<file path="config.mk">
export PLATFORM = sky130hd
export DESIGN_NAME = kert_ram
export DESIGN_NICKNAME = d
export VERILOG_FILES = /design/src/rtl/kert_ram.sv
export SDC_FILE = /design/constraint.sdc
export NUM_CORES = 2
export LEC_CHECK = 0
export ABC_CLOCK_PERIOD_IN_PS = 4200
export BUFFER_PORTS_ARGS = -buffer_cell sky130_fd_sc_hd__buf_2
export CAP_MARGIN = 20
export CORE_ASPECT_RATIO = 0.6
export CORE_MARGIN = 5
export CORE_UTILIZATION = 37
export CTS_BUF_LIST = sky130_fd_sc_hd__clkbuf_16
export CTS_CLUSTER_SIZE = 8
export DETAILED_ROUTE_END_ITERATION = 8
export HOLD_SLACK_MARGIN = 0.06
export PLACE_DENSITY = 0.53
export RECOVER_POWER = 25
export SLEW_MARGIN = 40
export SYNTH_ARGS = -nofsm -noshare
export SYNTH_HDL_FRONTEND = slang
export SYNTH_SLANG_ARGS = --single-unit
</file>
<file path="constraint.sdc">
create_clock -name clk -period 4.2 [get_ports clk]
set_input_delay 0.84 -clock clk [delete_from_list [all_inputs] [get_ports clk]]
set_output_delay 0.84 -clock clk [all_outputs]
set_load 0.05 [all_outputs]
</file>
<file path="src/rtl/kert_ram.sv">
// ----------------------------------------------------------------------------
// kert_ram
// generic single write port, single read port ram with registered read
// ----------------------------------------------------------------------------
module kert_ram #(
  parameter int WIDTH = 32,
  parameter int DEPTH = 64
) (
  input  logic                                  clk,
  input  logic                                  we,
  input  logic [(DEPTH > 1 ? $clog2(DEPTH) : 1)-1:0] waddr,
  input  logic [WIDTH-1:0]                      wdata,
  input  logic                                  re,
  input  logic [(DEPTH > 1 ? $clog2(DEPTH) : 1)-1:0] raddr,
  output logic [WIDTH-1:0]                      rdata
);

  logic [WIDTH-1:0] mem [DEPTH];
  logic [WIDTH-1:0] rdata_r;

  always_ff @(posedge clk) begin
    if (we) begin
      mem[waddr] <= wdata;
    end
    if (re) begin
      rdata_r <= mem[raddr];
    end
  end

  assign rdata = rdata_r;

endmodule

</file>
==> impl_metrics.py <==
metrics = {
    "critical_path": {
        "worst_setup_end_kind": "flop",
        "cp_max_fo": 64,
        "cpPeakStageDelay_ns": 2.41,
        "worst-endpoint-required_ns": 4.34,
        "crit_path_start_kind": "input port",
        "critPathKind": "input port to flop",
        "timing.critical_path.arrival_ns": 3.44,
        "crit_buf_inv": 2,
        "reg2reg_slack_ns": 1.77,
        "cp_top_family": "buffers and inverters",
        "path_cells": "buf_2, clkdlybuf4s25_1",
        "critical-path-slowest-cell": "clkdlybuf4s25_1",
    },
    "yosys": {
        "synth_largest_area_cell": "edfxtp_1",
        "count_of_state_elements_after_synthesis": 2080,
        "synth_simple_gate_area_share": 0.0126,
        "portion_of_netlist_area_occupied_by_mux_cells": 0.167,
        "yosys_warnings": 0,
        "syn-num-nets": 3371,
        "fraction_of_synthesized_cell_area_taken_by_the_top_area_cell_type": 0.792,
        "synth_adder_area_share": 0,
        "synthDistinctLibCells": 33,
        "synthCells": 3324,
        "fraction_of_the_mapped_netlist_area_in_compound_gates": 0.0167,
        "ys_seq_area_frac": 0.792,
        "syn_area_per_cell_um2": 23.7,
        "syn-cell-area_um2": 78800,
        "synthXorXnorAreaFrac": 0,
        "synth_top_family_by_area": "multiplexers",
        "synth_top_cells_by_area": "edfxtp_1 (79%), mux4_2 (16%), mux2i_1 (1.2%), o22ai_1 (0.67%), nor2_1 (0.65%)",
    },
    "clock_network": {
        "cts_max_level": 5,
        "cts-buffers-inserted": 301,
        "cts_tree": "done",
        "cts.reportedPaths.clkPinSlew_ns": 0.05,
        "cts_repair_resize_count": 0,
        "cts_hold_buffers": 0,
        "cts-root-to-sink-buffers": 4,
        "cts.sinks": 2080,
        "clk_latency_ns": 0.82,
        "post_cts.repair.setup_buffers": 0,
        "ctsRootBufferMaster": "clkbuf_16",
    },
    "routing": {
        "wl_per_cell_um": 35.1,
        "total_wire_length_after_detailed_routing_mm": 234,
        "antenna_violating_nets_post_route": 0,
        "routed_via_density": 5.79,
        "detailedRoute.firstIterationViolations": 4954,
        "drt_drc_violations_left": 0,
        "drt_pass1_iterations": 5,
        "routed-via-count": 38600,
    },
    "floorplan": {
        "die_area_um2": 223000,
        "row_count": 131,
        "die_w_um": 606,
        "die_y_um": 368,
        "design.core.area_um2": 212000,
        "ios": 79,
        "start_util": 0.371,
    },
    "place": {
        "io_buffers": 78,
        "finalWeightedCongestion": 0.804,
        "placement.cell_area_um2": 84800,
        "detailedPlace.worstSlack_ns": 0.201,
        "hpwl_mm": 135,
    },
    "global_route": {
        "use_met1": 0.325,
        "grt_pass1_wl_mm": 321,
        "initial_antenna_violation_count": 17,
        "first_global_vias": 37900,
        "global_route.usage.total": 0.208,
        "gr-usage-met3": 0.0653,
        "grt_start_max_net_pins": 77,
        "met2_capacity_usage_during_global_routing": 0.285,
        "grt.busiest_layer": "met1",
        "globalRoute.totalOverflow": 0,
    },
    "sta": {
        "report.final.slew_viol_count": 1023,
        "timing.hold.ws_ns": 0.603,
        "tightestPinTransition_ns": 3.21,
        "fin_ws_ns": 0.906,
        "slew_headroom": -1.14,
        "report.final.setup_viol": 0,
        "skew_ns": 0.0252,
        "timing.fmax_ghz": 0.304,
        "hold_violation_total_from_the_final_report": 0,
        "final_min_period_over_clock_period": 0.784,
        "grt_setup_unrepaired": "no",
        "final_period_minus_worst_setup_slack_ns": 3.29,
        "setup_total_negative_slack_ns": 0,
    },
    "cells_and_area": {
        "fin_area_um2": 92700,
        "drive_above_1_share": 0.328,
        "area_delta_synth_final_pct": 17.6,
        "final_nets": 3823,
    },
    "status": {
        "failing_checks": "capacitance limit, slew limit",
        "status": "finished, violations left",
    },
    "pwr": {
        "total_power_mw": 47.0,
        "vdd.ir_drop.worst_mv": 0.337,
        "cellPowerDensity_nw_per_um2": 507,
        "p_leak_nw": 29.0,
    },
    "worst_hold_path": {
        "hold_path.class": "input port to flop",
    },
    "flow_run": {
        "max_cap_violations": 25,
    },
}
worst paths after layout:
check / startpoint / end / cells after the start
setup reg to reg: mem[55][24]$_DFFE_PP_ / rdata[24]$_DFFE_PP_ / 6
setup / recovery: wdata[25] / mem[5][25]$_DFFE_PP_ / 2
hold / removal: wdata[17] / mem[25][17]$_DFFE_PP_ / 1
hold reg to reg: mem[28][4]$_DFFE_PP_ / rdata[4]$_DFFE_PP_ / 4
cell families after synthesis:
family          count (synthesis)
buf+inv                       182
flops                        2080
simple gates                  223
compound gates                202
mux                           637
layer usage:
metal / vias up / wire length, µm
met3: 285 / 24400
met4: 2 / 4150
li1: 15100 / -
met1: 21300 / 107000
met5: - / 13
met2: 1883 / 98000
layout make-up:
cell class	count	area, µm²
Clock buffer	315	7880
Antenna cell	1	2.50
Sequential cell	2080	62500
Tap cell	2859	3580
Multi-Input combinational cell	1062	16000
Clock inverter	10	103
Timing Repair Buffer	331	2710
Fill cell	17800	120000
Yosys cell counts:
| library cell | number |
|---|---|
| buf_2 | 57 |
| nand2b_1 | 8 |
| and3_1 | 4 |
| nor2_1 | 137 |
| and2_1 | 2 |
| edfxtp_1 | 2080 |
| nand4_1 | 2 |
| mux2i_1 | 93 |
| buf_4 | 25 |
| mux4_2 | 544 |
| o22ai_1 | 84 |
| nor2b_1 | 15 |
| or2_2 | 1 |
| a311oi_1 | 8 |
| buf_6 | 5 |
| a41o_1 | 4 |
| clkbuf_1 | 74 |
| o32ai_1 | 4 |
| nand2_1 | 26 |
| nor3_1 | 7 |
| a21oi_1 | 62 |
| a22oi_1 | 12 |
| nand4b_1 | 1 |
| o221ai_1 | 27 |
| or2_0 | 1 |
| or3b_2 | 3 |
| a31oi_1 | 1 |
| nand3b_1 | 5 |
| buf_1 | 21 |
| or2_1 | 1 |
| or3_1 | 3 |
| or3b_1 | 2 |
| nand3_1 | 5 |
flip-flops by register name, summed over array words and instances, names as in the netlist:
| name | flops |
|---|---|
| rdata | 32 |
| mem | 2048 |
where the power goes:
part	internal, mW	leakage, nW	switching (mW)
Sequential	23.1	18.7	0.0791
Combinational	0.852	6.30	1.70
Clock	13.1	3.93	8.22
Total	37.0	29.0	10.0
worst register-to-register path: stages, from the launching register on:
cell and delay (ns):
edfxtp_1 0.34, mux4_2 0.48, o22ai_1 0.49, nor2_2 0.28, a21oi_1 0.33, buf_4 0.18, nor2_1 0.05
stage by stage:
stage                util  instances
finish              0.437       6658
global route        0.437       6657
CTS                 0.437       6656
detailed placement  0.399       6331
global placement    0.399       6330
floorplan               -       3324
cell usage in the layout (no fill, tap or decap), types with 3 or more instances in the layout:
cell type	netlist	routed
nor3_1	7	5
mux2i_1	93	93
and3_1	4	4
o22ai_1	84	84
nor2b_1	15	15
nand2_1	26	26
a21oi_1	62	57
edfxtp_1	2080	2080
clkbuf_16	0	315
buf_8	0	3
buf_12	0	33
a311oi_1	8	8
o221ai_1	27	27
or3b_2	3	3
nor2_1	137	73
a21oi_2	0	5
o32ai_1	4	4
nor2_4	0	62
a41o_1	4	4
or3_1	3	3
mux4_2	544	544
a22oi_1	12	12
clkbuf_1	74	28
nand2b_1	8	7
nand3b_1	5	5
nand3_1	5	5
buf_2	57	45
buf_4	25	219
inv_6	0	8
Note: power is estimated with default switching activity, not from simulation.
